`config.mk`:
```
export PLATFORM = sky130hd
export DESIGN_NAME = x86_64_subset_instruction_decoder
export DESIGN_NICKNAME = d
export VERILOG_FILES = /design/src/rtl/xdec_pkg.sv /design/src/rtl/x86_64_subset_instruction_decoder.sv /design/src/rtl/xdec_front.sv /design/src/rtl/xdec_fifo.sv /design/src/rtl/xdec_back.sv
export SDC_FILE = /design/constraint.sdc
export NUM_CORES = 2
export LEC_CHECK = 0
export BUFFER_PORTS_ARGS = -buffer_cell sky130_fd_sc_hd__buf_2
export CORE_UTILIZATION = 40
export DETAILED_ROUTE_END_ITERATION = 16
export PLACE_DENSITY_LB_ADDON = 0.12
export SYNTH_ARGS = -nofsm -noshare
export SYNTH_HDL_FRONTEND = slang
export SYNTH_SLANG_ARGS = --single-unit
```
`constraint.sdc`:
```
create_clock -name i_clk -period 16.9 [get_ports i_clk]
set_clock_uncertainty 0.2 [all_clocks]
set_input_delay 2.535 -clock i_clk [delete_from_list [all_inputs] [get_ports i_clk]]
set_output_delay 2.535 -clock i_clk [all_outputs]
set_load 0.02 [all_outputs]
```
`src/rtl/xdec_pkg.sv`:
```
// ----------------------------------------------------------------------------
// xdec_pkg
// Record types and the single-instruction decode function of the x86-64
// subset decoder.
// ----------------------------------------------------------------------------
package xdec_pkg;

    localparam int WIN_DEPTH = 16;
    localparam int VIEW_BYTES = 11;

    typedef logic [VIEW_BYTES*8-1:0] t_view;

    typedef struct packed {
        logic [4:0]  kind;
        logic [3:0]  sub_op;
        logic [3:0]  dest_reg;
        logic [3:0]  src_reg;
        logic [63:0] immediate;
        logic [3:0]  inst_length;
    } t_rec;

    typedef struct packed {
        t_rec        rec;
        logic [15:0] start_offset;
        logic        flush_last;
    } t_item;

    typedef enum logic [1:0] {
        ACT_WAIT,
        ACT_DROP,
        ACT_EMIT
    } t_act;

    typedef struct packed {
        t_act act;
        t_rec rec;
    } t_dec;

    localparam logic [4:0] K_RET     = 5'd0;
    localparam logic [4:0] K_PUSH    = 5'd1;
    localparam logic [4:0] K_POP     = 5'd2;
    localparam logic [4:0] K_JMP     = 5'd3;
    localparam logic [4:0] K_CALL    = 5'd4;
    localparam logic [4:0] K_MOVI64  = 5'd5;
    localparam logic [4:0] K_MOVI32  = 5'd6;
    localparam logic [4:0] K_JCC     = 5'd7;
    localparam logic [4:0] K_IMUL    = 5'd8;
    localparam logic [4:0] K_MOVRR   = 5'd9;
    localparam logic [4:0] K_ADD     = 5'd10;
    localparam logic [4:0] K_SUB     = 5'd11;
    localparam logic [4:0] K_XOR     = 5'd12;
    localparam logic [4:0] K_CMP     = 5'd13;
    localparam logic [4:0] K_TEST    = 5'd14;
    localparam logic [4:0] K_GRP1I32 = 5'd15;
    localparam logic [4:0] K_GRP1I8  = 5'd16;
    localparam logic [4:0] K_SHIFT   = 5'd17;
    localparam logic [4:0] K_NEG     = 5'd18;
    localparam logic [4:0] K_IDIV    = 5'd19;
    localparam logic [4:0] K_F7OTH   = 5'd20;
    localparam logic [4:0] K_CALLRM  = 5'd21;
    localparam logic [4:0] K_PUSHRM  = 5'd22;
    localparam logic [4:0] K_FFOTH   = 5'd23;
    localparam logic [4:0] K_CQO     = 5'd24;
    localparam logic [4:0] K_MOVABS  = 5'd25;
    localparam logic [4:0] K_DB      = 5'd26;

    function automatic logic [63:0] sx32(input logic [31:0] v);
        return {{32{v[31]}}, v};
    endfunction

    function automatic t_dec xdec_decode(input t_view w, input logic [4:0] n,
                                         input logic fin);
        t_dec        d;
        logic        h;
        logic        rw;
        logic        rx;
        logic        bx;
        logic [4:0]  m;
        logic [3:0]  hl;
        logic [79:0] c;
        logic [7:0]  b;
        logic [7:0]  mr;
        logic [7:0]  b2;
        logic [3:0]  reg_f;
        logic [3:0]  rm_f;
        logic        alu;
        d = '0;
        d.act = ACT_EMIT;
        if (n == 5'd0) begin
            d.act = fin ? ACT_DROP : ACT_WAIT;
            return d;
        end
        h  = (w[7:0] >= 8'h40) && (w[7:0] <= 8'h4F);
        rw = h & w[3];
        rx = h & w[2];
        bx = h & w[0];
        if (h && n < 5'd2) begin
            d.act = fin ? ACT_DROP : ACT_WAIT;
            return d;
        end
        m  = n - {4'd0, h};
        hl = {3'd0, h};
        c  = h ? w[87:8] : w[79:0];
        b  = c[7:0];
        mr = c[15:8];
        b2 = c[15:8];
        reg_f = {rx, mr[5:3]};
        rm_f  = {bx, mr[2:0]};

        if (!h) begin
            if (b == 8'hC3) begin
                d.rec.kind = K_RET;
                d.rec.inst_length = 4'd1;
                return d;
            end
            if (b >= 8'h50 && b <= 8'h5F) begin
                d.rec.dest_reg = {1'b0, b[2:0]};
                d.rec.kind = (b < 8'h58) ? K_PUSH : K_POP;
                d.rec.inst_length = 4'd1;
                return d;
            end
            if (b == 8'hE9 || b == 8'hE8) begin
                if (m >= 5'd5) begin
                    d.rec.immediate = sx32(c[39:8]) + 64'd5;
                    d.rec.kind = (b == 8'hE9) ? K_JMP : K_CALL;
                    d.rec.inst_length = 4'd5;
                    return d;
                end else if (!fin) begin
                    d.act = ACT_WAIT;
                    return d;
                end
            end
        end else if (b >= 8'h50 && b <= 8'h5F) begin
            d.rec.dest_reg = {bx, b[2:0]};
            d.rec.kind = (b < 8'h58) ? K_PUSH : K_POP;
            d.rec.inst_length = 4'd2;
            return d;
        end

        if (b == 8'hB8 && rw) begin
            if (m >= 5'd9) begin
                d.rec.dest_reg = {bx, 3'd0};
                d.rec.immediate = c[71:8];
                d.rec.kind = K_MOVI64;
                d.rec.inst_length = hl + 4'd9;
                return d;
            end else if (!fin) begin
                d.act = ACT_WAIT;
                return d;
            end
        end

        if (b == 8'hC7) begin
            if (m >= 5'd2) begin
                if (mr[7:6] == 2'b11 && reg_f == 4'd0) begin
                    if (m >= 5'd6) begin
                        d.rec.dest_reg = rm_f;
                        d.rec.immediate = sx32(c[47:16]);
                        d.rec.kind = K_MOVI32;
                        d.rec.inst_length = hl + 4'd6;
                        return d;
                    end else if (!fin) begin
                        d.act = ACT_WAIT;
                        return d;
                    end
                end
            end else if (!fin) begin
                d.act = ACT_WAIT;
                return d;
            end
        end

        if (b == 8'h0F) begin
            if (m >= 5'd2) begin
                if (b2 >= 8'h80 && b2 <= 8'h8F) begin
                    if (m >= 5'd6) begin
                        d.rec.sub_op = b2[3:0];
                        d.rec.immediate = sx32(c[47:16]) + 64'd6;
                        d.rec.kind = K_JCC;
                        d.rec.inst_length = hl + 4'd6;
                        return d;
                    end else if (!fin) begin
                        d.act = ACT_WAIT;
                        return d;
                    end
                end
                if (b2 == 8'hAF) begin
                    if (m >= 5'd3) begin
                        d.rec.dest_reg = {rx, c[21:19]};
                        d.rec.src_reg = {bx, c[18:16]};
                        d.rec.kind = K_IMUL;
                        d.rec.inst_length = hl + 4'd3;
                        return d;
                    end else if (!fin) begin
                        d.act = ACT_WAIT;
                        return d;
                    end
                end
            end else if (!fin) begin
                d.act = ACT_WAIT;
                return d;
            end
        end

        alu = (b == 8'h89) || (b == 8'h8B) || (b == 8'h01) || (b == 8'h29) ||
              (b == 8'h31) || (b == 8'h39) || (b == 8'h85) || (b == 8'h8D) ||
              (b == 8'h81) || (b == 8'h83) || (b == 8'hC1) || (b == 8'hF7) ||
              (b == 8'hFF);
        if (alu) begin
            if (m < 5'd2) begin
                d.act = fin ? ACT_DROP : ACT_WAIT;
                return d;
            end
            if (mr[7:6] == 2'b11) begin
                d.rec.dest_reg = rm_f;
                d.rec.src_reg = reg_f;
                d.rec.inst_length = hl + 4'd2;
                case (b)
                    8'h89: begin
                        d.rec.kind = K_MOVRR;
                        return d;
                    end
                    8'h8B: begin
                        d.rec.dest_reg = reg_f;
                        d.rec.src_reg = rm_f;
                        d.rec.kind = K_MOVRR;
                        return d;
                    end
                    8'h01: begin
                        d.rec.kind = K_ADD;
                        return d;
                    end
                    8'h29: begin
                        d.rec.kind = K_SUB;
                        return d;
                    end
                    8'h31: begin
                        d.rec.kind = K_XOR;
                        return d;
                    end
                    8'h39: begin
                        d.rec.kind = K_CMP;
                        return d;
                    end
                    8'h85: begin
                        d.rec.kind = K_TEST;
                        return d;
                    end
                    default: begin
                    end
                endcase
                d.rec.src_reg = 4'd0;
                d.rec.sub_op = reg_f;
                if (b == 8'h81) begin
                    if (m >= 5'd6) begin
                        d.rec.immediate = sx32(c[47:16]);
                        d.rec.kind = K_GRP1I32;
                        d.rec.inst_length = hl + 4'd6;
                        return d;
                    end else if (!fin) begin
                        d.act = ACT_WAIT;
                        return d;
                    end
                end else if (b == 8'h83 || b == 8'hC1) begin
                    if (m >= 5'd3) begin
                        if (b == 8'h83) begin
                            d.rec.immediate = {{56{c[23]}}, c[23:16]};
                            d.rec.kind = K_GRP1I8;
                        end else begin
                            d.rec.immediate = {56'd0, c[23:16]};
                            d.rec.kind = K_SHIFT;
                        end
                        d.rec.inst_length = hl + 4'd3;
                        return d;
                    end else if (!fin) begin
                        d.act = ACT_WAIT;
                        return d;
                    end
                end else if (b == 8'hF7) begin
                    d.rec.kind = (reg_f == 4'd3) ? K_NEG :
                                 ((reg_f == 4'd7) ? K_IDIV : K_F7OTH);
                    return d;
                end else if (b == 8'hFF) begin
                    d.rec.kind = (reg_f == 4'd2) ? K_CALLRM :
                                 ((reg_f == 4'd6) ? K_PUSHRM : K_FFOTH);
                    return d;
                end
                d.rec = '0;
            end
        end

        if (b == 8'h99 && rw) begin
            d.rec.kind = K_CQO;
            d.rec.inst_length = hl + 4'd1;
            return d;
        end

        if (b >= 8'hB9 && b <= 8'hBF && rw) begin
            if (m >= 5'd9) begin
                d.rec.dest_reg = {bx, b[2:0]};
                d.rec.immediate = c[71:8];
                d.rec.kind = K_MOVABS;
                d.rec.inst_length = hl + 4'd9;
                return d;
            end else if (!fin) begin
                d.act = ACT_WAIT;
                return d;
            end
        end

        d.rec = '0;
        d.rec.immediate = {56'd0, b};
        d.rec.kind = K_DB;
        d.rec.inst_length = hl + 4'd1;
        return d;
    endfunction

endpackage

```
`src/rtl/x86_64_subset_instruction_decoder.sv`:
```
// Flow: a code byte is taken into the window; each record it completes is then decoded
// in turn, the batch is closed, and records pass through the queue to the output register.
// A new byte is taken only after the decode loop has closed the batch of the previous one.
// Reset: synchronous active-low; clears window fill, offset, queue and output.
// ----------------------------------------------------------------------------
// x86_64_subset_instruction_decoder
// Streaming decoder for a subset of x86-64 machine code.
// ----------------------------------------------------------------------------
module x86_64_subset_instruction_decoder #(
    parameter int MAX_CODE_BYTES = 65536
) (
    input  logic        i_clk,
    input  logic        i_rst_n,
    input  logic        i_in_valid,
    output logic        o_in_ready,
    input  logic [7:0]  i_code_byte,
    input  logic        i_end_of_code,
    output logic        o_out_valid,
    input  logic        i_out_ready,
    output logic [4:0]  o_kind,
    output logic [3:0]  o_sub_op,
    output logic [3:0]  o_dest_reg,
    output logic [3:0]  o_src_reg,
    output logic signed [63:0] o_immediate,
    output logic [3:0]  o_inst_length,
    output logic [15:0] o_start_offset,
    output logic        o_flush_last
);
    import xdec_pkg::*;

    logic  push;
    t_item push_item;
    logic  push_ready;
    logic  q_valid;
    t_item q_item;
    logic  q_pop;
    t_item out_item;

    xdec_front #(
        .MAX_CODE_BYTES(MAX_CODE_BYTES)
    ) u_front (
        .i_clk        (i_clk),
        .i_rst_n      (i_rst_n),
        .i_in_valid   (i_in_valid),
        .o_in_ready   (o_in_ready),
        .i_code_byte  (i_code_byte),
        .i_end_of_code(i_end_of_code),
        .o_push       (push),
        .o_push_item  (push_item),
        .i_push_ready (push_ready)
    );

    xdec_fifo #(
        .DEPTH(4)
    ) u_fifo (
        .i_clk  (i_clk),
        .i_rst_n(i_rst_n),
        .i_push (push),
        .i_item (push_item),
        .o_ready(push_ready),
        .o_valid(q_valid),
        .o_item (q_item),
        .i_pop  (q_pop)
    );

    xdec_back u_back (
        .i_clk      (i_clk),
        .i_rst_n    (i_rst_n),
        .i_valid    (q_valid),
        .i_item     (q_item),
        .o_pop      (q_pop),
        .o_out_valid(o_out_valid),
        .i_out_ready(i_out_ready),
        .o_item     (out_item)
    );

    assign o_kind         = out_item.rec.kind;
    assign o_sub_op       = out_item.rec.sub_op;
    assign o_dest_reg     = out_item.rec.dest_reg;
    assign o_src_reg      = out_item.rec.src_reg;
    assign o_immediate    = out_item.rec.immediate;
    assign o_inst_length  = out_item.rec.inst_length;
    assign o_start_offset = out_item.start_offset;
    assign o_flush_last   = out_item.flush_last;

endmodule

```
`src/rtl/xdec_front.sv`:
```
// ----------------------------------------------------------------------------
// xdec_front
// Byte window and decode loop: one record per cycle into the queue while the queue has room.
// ----------------------------------------------------------------------------
module xdec_front #(
    parameter int MAX_CODE_BYTES = 65536
) (
    input  logic           i_clk,
    input  logic           i_rst_n,
    input  logic           i_in_valid,
    output logic           o_in_ready,
    input  logic [7:0]     i_code_byte,
    input  logic           i_end_of_code,
    output logic           o_push,
    output xdec_pkg::t_item o_push_item,
    input  logic           i_push_ready
);
    import xdec_pkg::*;

    localparam int OFW = $clog2(MAX_CODE_BYTES);
    localparam int EW  = (OFW > 16) ? OFW : 16;

    logic [7:0]     r_win [WIN_DEPTH];
    logic [4:0]     r_fill;
    logic [OFW-1:0] r_off;
    logic           r_busy;
    logic           r_fin;
    logic           r_pend_v;
    t_rec           r_pend;
    logic [15:0]    r_pend_off;

    t_view          view;
    t_dec           dec;
    logic [OFW:0]   off_sum;
    logic [OFW-1:0] n_off;
    logic [EW-1:0]  off_ext;
    logic [4:0]     wr_idx;
    logic           stall;

    always_comb begin
        for (int i = 0; i < VIEW_BYTES; i++) begin
            view[8*i +: 8] = r_win[i];
        end
    end

    assign dec     = xdec_decode(view, r_fill, r_fin);
    assign off_sum = {1'b0, r_off} + (OFW+1)'(dec.rec.inst_length);
    assign n_off   = (off_sum >= (OFW+1)'(MAX_CODE_BYTES)) ?
                     OFW'(off_sum - (OFW+1)'(MAX_CODE_BYTES)) : off_sum[OFW-1:0];
    assign off_ext = EW'(r_off);
    assign wr_idx  = (r_fill >= 5'(WIN_DEPTH)) ? 5'd0 : r_fill;
    assign stall   = r_pend_v && !i_push_ready;

    assign o_in_ready = !r_busy;
    assign o_push     = r_busy && r_pend_v;
    assign o_push_item.rec          = r_pend;
    assign o_push_item.start_offset = r_pend_off;
    assign o_push_item.flush_last   = (dec.act != ACT_EMIT);

    always_ff @(posedge i_clk) begin
        if (!i_rst_n) begin
            r_fill   <= '0;
            r_off    <= '0;
            r_busy   <= 1'b0;
            r_fin    <= 1'b0;
            r_pend_v <= 1'b0;
        end else if (!r_busy) begin
            if (i_in_valid) begin
                r_win[wr_idx[3:0]] <= i_code_byte;
                r_fill <= wr_idx + 5'd1;
                r_fin  <= i_end_of_code;
                r_busy <= 1'b1;
            end
        end else if (!stall) begin
            if (dec.act == ACT_EMIT) begin
                r_pend_v   <= 1'b1;
                r_pend     <= dec.rec;
                r_pend_off <= off_ext[15:0];
                r_off      <= n_off;
                r_fill     <= r_fill - {1'b0, dec.rec.inst_length};
                for (int i = 0; i < WIN_DEPTH; i++) begin
                    if (i + int'(dec.rec.inst_length) < WIN_DEPTH) begin
                        r_win[i] <= r_win[4'(i) + dec.rec.inst_length];
                    end
                end
            end else begin
                r_pend_v <= 1'b0;
                r_busy   <= 1'b0;
                if (dec.act == ACT_DROP || r_fin) begin
                    r_fill <= '0;
                end
                if (r_fin) begin
                    r_off <= '0;
                end
            end
        end
    end

endmodule

```
`src/rtl/xdec_fifo.sv`:
```
// ----------------------------------------------------------------------------
// xdec_fifo
// Short record queue between decode and output stages.
// ----------------------------------------------------------------------------
module xdec_fifo #(
    parameter int DEPTH = 4
) (
    input  logic            i_clk,
    input  logic            i_rst_n,
    input  logic            i_push,
    input  xdec_pkg::t_item i_item,
    output logic            o_ready,
    output logic            o_valid,
    output xdec_pkg::t_item o_item,
    input  logic            i_pop
);
    import xdec_pkg::*;

    localparam int AW = (DEPTH > 1) ? $clog2(DEPTH) : 1;

    t_item         r_mem [DEPTH];
    logic [AW-1:0] r_wp;
    logic [AW-1:0] r_rp;
    logic [AW:0]   r_cnt;
    logic          do_push;
    logic          do_pop;

    assign o_ready = (r_cnt != (AW+1)'(DEPTH));
    assign o_valid = (r_cnt != '0);
    assign o_item  = r_mem[r_rp];
    assign do_push = i_push && o_ready;
    assign do_pop  = i_pop && o_valid;

    always_ff @(posedge i_clk) begin
        if (do_push) begin
            r_mem[r_wp] <= i_item;
        end
        if (!i_rst_n) begin
            r_wp  <= '0;
            r_rp  <= '0;
            r_cnt <= '0;
        end else begin
            if (do_push) begin
                r_wp <= (r_wp == AW'(DEPTH-1)) ? '0 : r_wp + 1'b1;
            end
            if (do_pop) begin
                r_rp <= (r_rp == AW'(DEPTH-1)) ? '0 : r_rp + 1'b1;
            end
            r_cnt <= r_cnt + (AW+1)'(do_push) - (AW+1)'(do_pop);
        end
    end

endmodule

```
`src/rtl/xdec_back.sv`:
```
// ----------------------------------------------------------------------------
// xdec_back
// Output register stage that presents records on the result channel.
// ----------------------------------------------------------------------------
module xdec_back (
    input  logic            i_clk,
    input  logic            i_rst_n,
    input  logic            i_valid,
    input  xdec_pkg::t_item i_item,
    output logic            o_pop,
    output logic            o_out_valid,
    input  logic            i_out_ready,
    output xdec_pkg::t_item o_item
);
    import xdec_pkg::*;

    logic  r_v;
    t_item r_item;

    assign o_pop       = i_valid && (!r_v || i_out_ready);
    assign o_out_valid = r_v;
    assign o_item      = r_item;

    always_ff @(posedge i_clk) begin
        if (!i_rst_n) begin
            r_v <= 1'b0;
        end else if (o_pop) begin
            r_v    <= 1'b1;
            r_item <= i_item;
        end else if (i_out_ready) begin
            r_v <= 1'b0;
        end
    end

endmodule

```
# After elaboration in Yosys (flattened, before gate mapping)
# Memories as Yosys holds them, arrays and structs flattened. A register that Yosys moved wholly into a read port is not among the register bits.
# Cells that the tools add are included.
[classes]
order_cmp = 34
muxes = 507
n_reduce_logical = 49
n_bitwise = 5
add_sub_neg = 46
n_eq_ne = 34
[op_table]
columns = ["op", "n"]
rows = [
  ["$mux 87", 90],
  ["$mux 68", 27],
  ["$pmux 87 s7", 1],
  ["$lt 32x6->1 const B", 15],
  ["$mux 5", 48],
  ["$mux 1", 224],
  ["$mux 85", 2],
  ["$eq 8x8->1 const B", 16],
  ["$mux 64", 2],
  ["$mux 4", 30],
  ["$mux 8", 15],
  ["$mux 7", 17],
  ["$mux 11", 8],
  ["$mux 72", 1],
  ["$mux 2", 34],
  ["$add 32x4->33 const B", 2],
  ["$mux 16", 3],
  ["$add 4x4->5 const A", 8],
  ["$add 4x4->4 const A", 8],
  ["$pmux 5 s6", 1],
  ["$eq 8x6->1 const B", 3],
  ["$add 3x4->5 const A", 4],
  ["$add 16x4->17", 1],
  ["$ge 17x17->1 const B", 1],
  ["52 further kinds", 114],
]
[totals]
out_inout_bits = 104
in_bits = 13
wordCells = 693
ramBits = 536
memories = 2
reg_bits = 133
[memory_table]
columns = ["memory", "words", "width", "rd", "rd_clocked_by_memory_dff", "write_ports", "line_no", "source"]
rows = [
  ["u_fifo.r_mem", 4, 102, 1, 1, 1, "xdec_fifo.sv:21", "t_item r_mem [DEPTH];"],
  ["u_front.r_win", 16, 8, 26, 0, 15, "xdec_front.sv:23", "logic [7:0] r_win [WIN_DEPTH];"],
]

# Logic depth before layout (Yosys ltp)
# An unclocked memory read counts as a cell.
[depth]
word_depth = 107
depth_mapped = 41
depth_no_buf = 28

# By module
# From an unflattened synthesis, not the netlist that was laid out.
[hier_totals]
hier_cells = 4240
hier_area_um2 = 46269.4
[modules_own_cells]
columns = ["module", "area_each_um2", "n_inst", "cells_per_inst", "seq_area_each_um2"]
rows = [
  ["xdec_front", 27951.8, 1, 3548, 7357.1],
  ["xdec_fifo", 15197.1, 1, 584, 12431.9],
  ["xdec_back", 3120.5, 1, 108, 3083.0],
]

# Least setup slack after synthesis
# OpenSTA, ideal clock, no wires.
[synth_path]
path_type = "reg-to-reg"
start = "memory u_front.r_win[0][7]"
end = "memory u_front.r_win[11][0], enable pin"
stages_incl_launch_ff = 34
synth_period_minus_slack_ps = 8983
t_arrival_ps = 8407
path_buffers = 18
setup_slack_ps = 7917
setup_time_ps = 376
cell_sequence = "edfxtp_1 -> or4b_1 -> buf_4 -> inv_4 -> buf_6 -> buf_4 -> buf_4 -> buf_4 -> buf_2 -> buf_1 -> buf_1 -> clkbuf_1 -> ha_1 -> ha_1 -> nand3b_1 -> a211o_1 -> a211o_1 -> a221oi_2 -> nand2_1 -> o21ai_0 -> o221ai_1 -> or2_1 -> buf_6 -> buf_6 -> buf_4 -> buf_4 -> buf_4 -> ha_1 -> clkbuf_1 -> buf_1 -> clkbuf_1 -> clkbuf_1 -> nor3_1 -> o22ai_1"
[synth_lines]
columns = ["item", "line_no"]
rows = [
  ["from (decl)", "xdec_front.sv:23"],
]

==> impl_metrics.py <==
metrics = {
    "cts": {
        "cts_buffers": 84,
        "clock-sinks": 771,
        "cts-hold-fix-buffers": 0,
        "path_clk_slew_ns": 0.06,
        "postCtsSetupRepairBufs": 0,
        "cts_buffer_depth": 3,
        "cts_resized": 0,
        "tritoncts": "built",
        "h-tree-depth": 3,
        "clk_latency_ns": 0.70,
        "root_buffer": "clkbuf_16",
    },
    "final_layout": {
        "nNetsFinal": 4389,
        "post-route-util": 0.448,
        "areaGrowthSynthToFinish_pct": 11.0,
        "drive_above_1_share": 0.143,
    },
    "yosys": {
        "synth_cell_types": 110,
        "synth_area_mm2": 0.0455,
        "synth_flop_cell": "edfxtp_1",
        "synth_edf_count": 739,
        "syn_area_per_cell_um2": 10.5,
        "async_flop_share": 0,
        "yosysSeqAreaShare": 0.502,
        "synth_cells": 4327,
        "synth_warnings": 0,
        "ys_top_cells_by_area": "edfxtp_1 (49%), mux2i_1 (7.0%), nand2_1 (5.6%)",
        "yosys.area.top_type_share": 0.487,
        "yosysTopAreaCell": "edfxtp_1",
        "synth-seq-cells": 771,
        "syn-num-nets": 4378,
    },
    "critical_path": {
        "arrival_ns": 10.60,
        "r2r_setup_slack_ns": 6.48,
        "cp-start-kind": "flip-flop",
        "critPathRequiredTime_ns": 17.09,
        "crit_type": "flip-flop to flip-flop",
        "reg2regPathDepth": 20,
        "r2r_start": "u_front.r_win[0][4]",
        "cp-end-kind": "flip-flop",
        "path_max_fanout": 83,
        "reg2reg_to": "u_front.r_win[3][5]",
    },
    "grt": {
        "grt_max_degree": 87,
        "track_usage": 0.307,
        "grt_pass1_vias": 36300,
        "grt_pass1_wl_um": 261000,
        "antenna_found_initial": 6,
        "overflow": 0,
    },
    "die": {
        "io_pins": 117,
        "coreArea_mm2": 0.113,
        "die_height_um": 339,
        "initial_utilization": 0.404,
        "dieArea_mm2": 0.115,
        "rows": 123,
        "die_x_um": 339,
    },
    "power": {
        "power.density_mw_per_mm2": 138,
        "ir_drop_mv": 0.123,
        "p_leak_nw": 17.8,
    },
    "timing": {
        "relSlewSlack": -0.0507,
        "setup_viol": 0,
        "worst_slack_ns": 6.48,
        "worstMarginPinSlew_ns": 1.58,
        "drv_slew": 9,
        "hold_viol_final": 0,
        "finalCriticalPeriod_ns": 10.42,
        "rsz0062_at_grt": "no",
        "whs_ns": 0.277,
        "period_share": 0.616,
        "fmax_mhz": 96.0,
        "tns_ns": 0,
    },
    "detailed_routing": {
        "dr.first_iter.drc_count": 4811,
        "vias_per_cell": 6.46,
        "drc_errors": 0,
        "first_pass_iters": 6,
        "vias": 38200,
        "dr_wl_met3_um": 17400,
        "route.met2.wl_um": 79000,
        "detail-route-antenna-nets": 0,
        "totalWireLength_um": 181000,
        "maxUsedRoutingLayer": "met5",
        "avgRoutedWirePerCell_um": 30.7,
        "m1WireLength_um": 72800,
    },
    "outcome": {
        "outcome": "finished with violations",
        "violations": "max-capacitance violations, max-slew violations",
    },
    "min_path": {
        "hold_path_depth": 0,
        "hold_path_end": "u_fifo.r_mem[3][12]",
        "hp-class": "flip-flop to flip-flop",
        "hold_start": "u_front.r_pend_off[11]",
    },
    "place": {
        "hpwl_um": 125000,
        "place_ws_ns": 6.91,
        "place_congestion": 1.03,
        "numPortBuffers": 116,
    },
    "flow_run": {
        "cap_violations": 1,
    },
}
==> state kept, by name (all words and copies together) (netlist names) <==
| signal | count |
|---|---|
| u_fifo.r_cnt | 3 |
| u_front.r_pend_v | 1 |
| u_front.r_pend_off | 16 |
| u_fifo.r_wp | 2 |
| u_back.o_item | 102 |
| u_back.o_out_valid | 1 |
| u_front.r_busy | 1 |
| u_front.off_ext | 16 |
| u_front.r_win | 128 |
| u_front.r_fill | 5 |
| u_fifo.r_rp | 2 |
| u_front.o_push_item | 85 |
| u_front.r_fin | 1 |
| u_fifo.r_mem | 408 |
==> layout make-up <==
class / instances / area (um2)
fill: 10700 / 62100
sequential: 771 / 22800
multi-input combinational: 3162 / 21100
clock buffer: 107 / 2250
tap: 1500 / 1880
timing repair buffer: 277 / 1800
clock inverter: 47 / 425
inverter: 42 / 168
antenna: 6 / 15.0
==> routing by layer <==
metal | global-route usage | vias up
met1 | 0.404 | 18700
met5 | 0 | -
met4 | 0.186 | 4
li1 | - | 16500
met2 | 0.461 | 2337
met3 | 0.0682 | 623
==> cells by family (layout without fill, tap and decap cells) <==
group / count (synthesis) / count (layout) / share of synthesized area
AOI/OAI and AO/OA: 1104 / 1104 / 0.158
buffers and inverters: 394 / 473 / 0.0379
adders and majority gates: 38 / 38 / 0.0109
other: 0 / 6 / 0
and+or+nand+nor: 1495 / 1495 / 0.148
DFF: 771 / 771 / 0.502
xor gates and xnor gates: 68 / 68 / 0.0131
muxes: 457 / 457 / 0.131
==> critical path: stages (launching register included) <==
cell	delay, ns
edfxtp_1	0.60
or4b_2	0.70
buf_4	0.29
inv_4	0.53
nand2_1	0.11
nand2_1	0.25
ha_1	0.37
nand4_1	0.19
o41ai_1	0.73
nand2_1	0.28
nand3_1	0.19
nand3_1	0.66
o221ai_1	0.84
or2_4	0.74
buf_4	0.71
ha_4	0.83
buf_4	0.85
nand2_1	0.18
a21boi_1	0.22
a2111oi_0	0.45
a211oi_1	0.11
==> report_power, final <==
group          switching [mW]  internal (mW)  total [mW]
registers               0.149           2.34        2.49
logic                    1.79          0.920        2.71
clock network           0.788          0.985        1.77
==> cell usage in the layout (no fill, tap or decap), types with 95 or more instances in the layout <==
cell type,synthesis,routed
nand3_1,179,179
mux4_2,106,106
buf_2,49,116
buf_4,22,160
o21ai_0,237,233
a21oi_1,282,279
edfxtp_1,739,739
mux2i_1,317,316
nor2_1,294,291
nor3_1,97,95
nand2_1,677,677
==> cells in the mapped netlist (all sizes together) (27+ instances only) <==
cell,number
dfxtp,32
o22ai,96
xnor2,53
nand3,180
nand2,678
clkbuf,231
or3,28
nor2,296
mux2i,319
a31oi,68
and3,51
o211ai,50
ha,35
inv,39
buf,121
o21ai,245
mux4,106
edfxtp,739
mux2,32
and2,27
a211oi,72
a21oi,289
nor3,100
nor2b,32
==> worst max path at each step <==
stage / from / end / slack (ns) / depth (start not counted)
final: u_front.r_win[0][4] / u_front.r_win[3][5] / 6.48 / 20
after global routing: u_front.r_win[0][7] / u_front.r_win[3][5] / 6.02 / 20
after CTS: u_front.r_win[0][7] / u_front.r_win[3][5] / 6.92 / 20
after detailed placement: u_front.r_win[0][7] / u_front.r_win[3][5] / 6.91 / 20
after global placement: u_front.r_win[0][7] / u_front.r_win[3][5] / 7.19 / 20
after floorplan: u_front.r_win[0][7] / u_front.r_win[11][0] / 7.92 / 33
==> per-stage QoR <==
| step | power (mW) | area, um2 | instances |
|---|---|---|---|
| floorplan | 4.32 | 45500 | 4327 |
| detailed placement | 5.18 | 47800 | 5752 |
| global placement | 5.19 | 47800 | 5752 |
| finish | 6.97 | 50500 | 5912 |
| global route | 7.25 | 50500 | 5907 |
| CTS | 6.96 | 50500 | 5906 |
(Power assumes the default switching activity.)
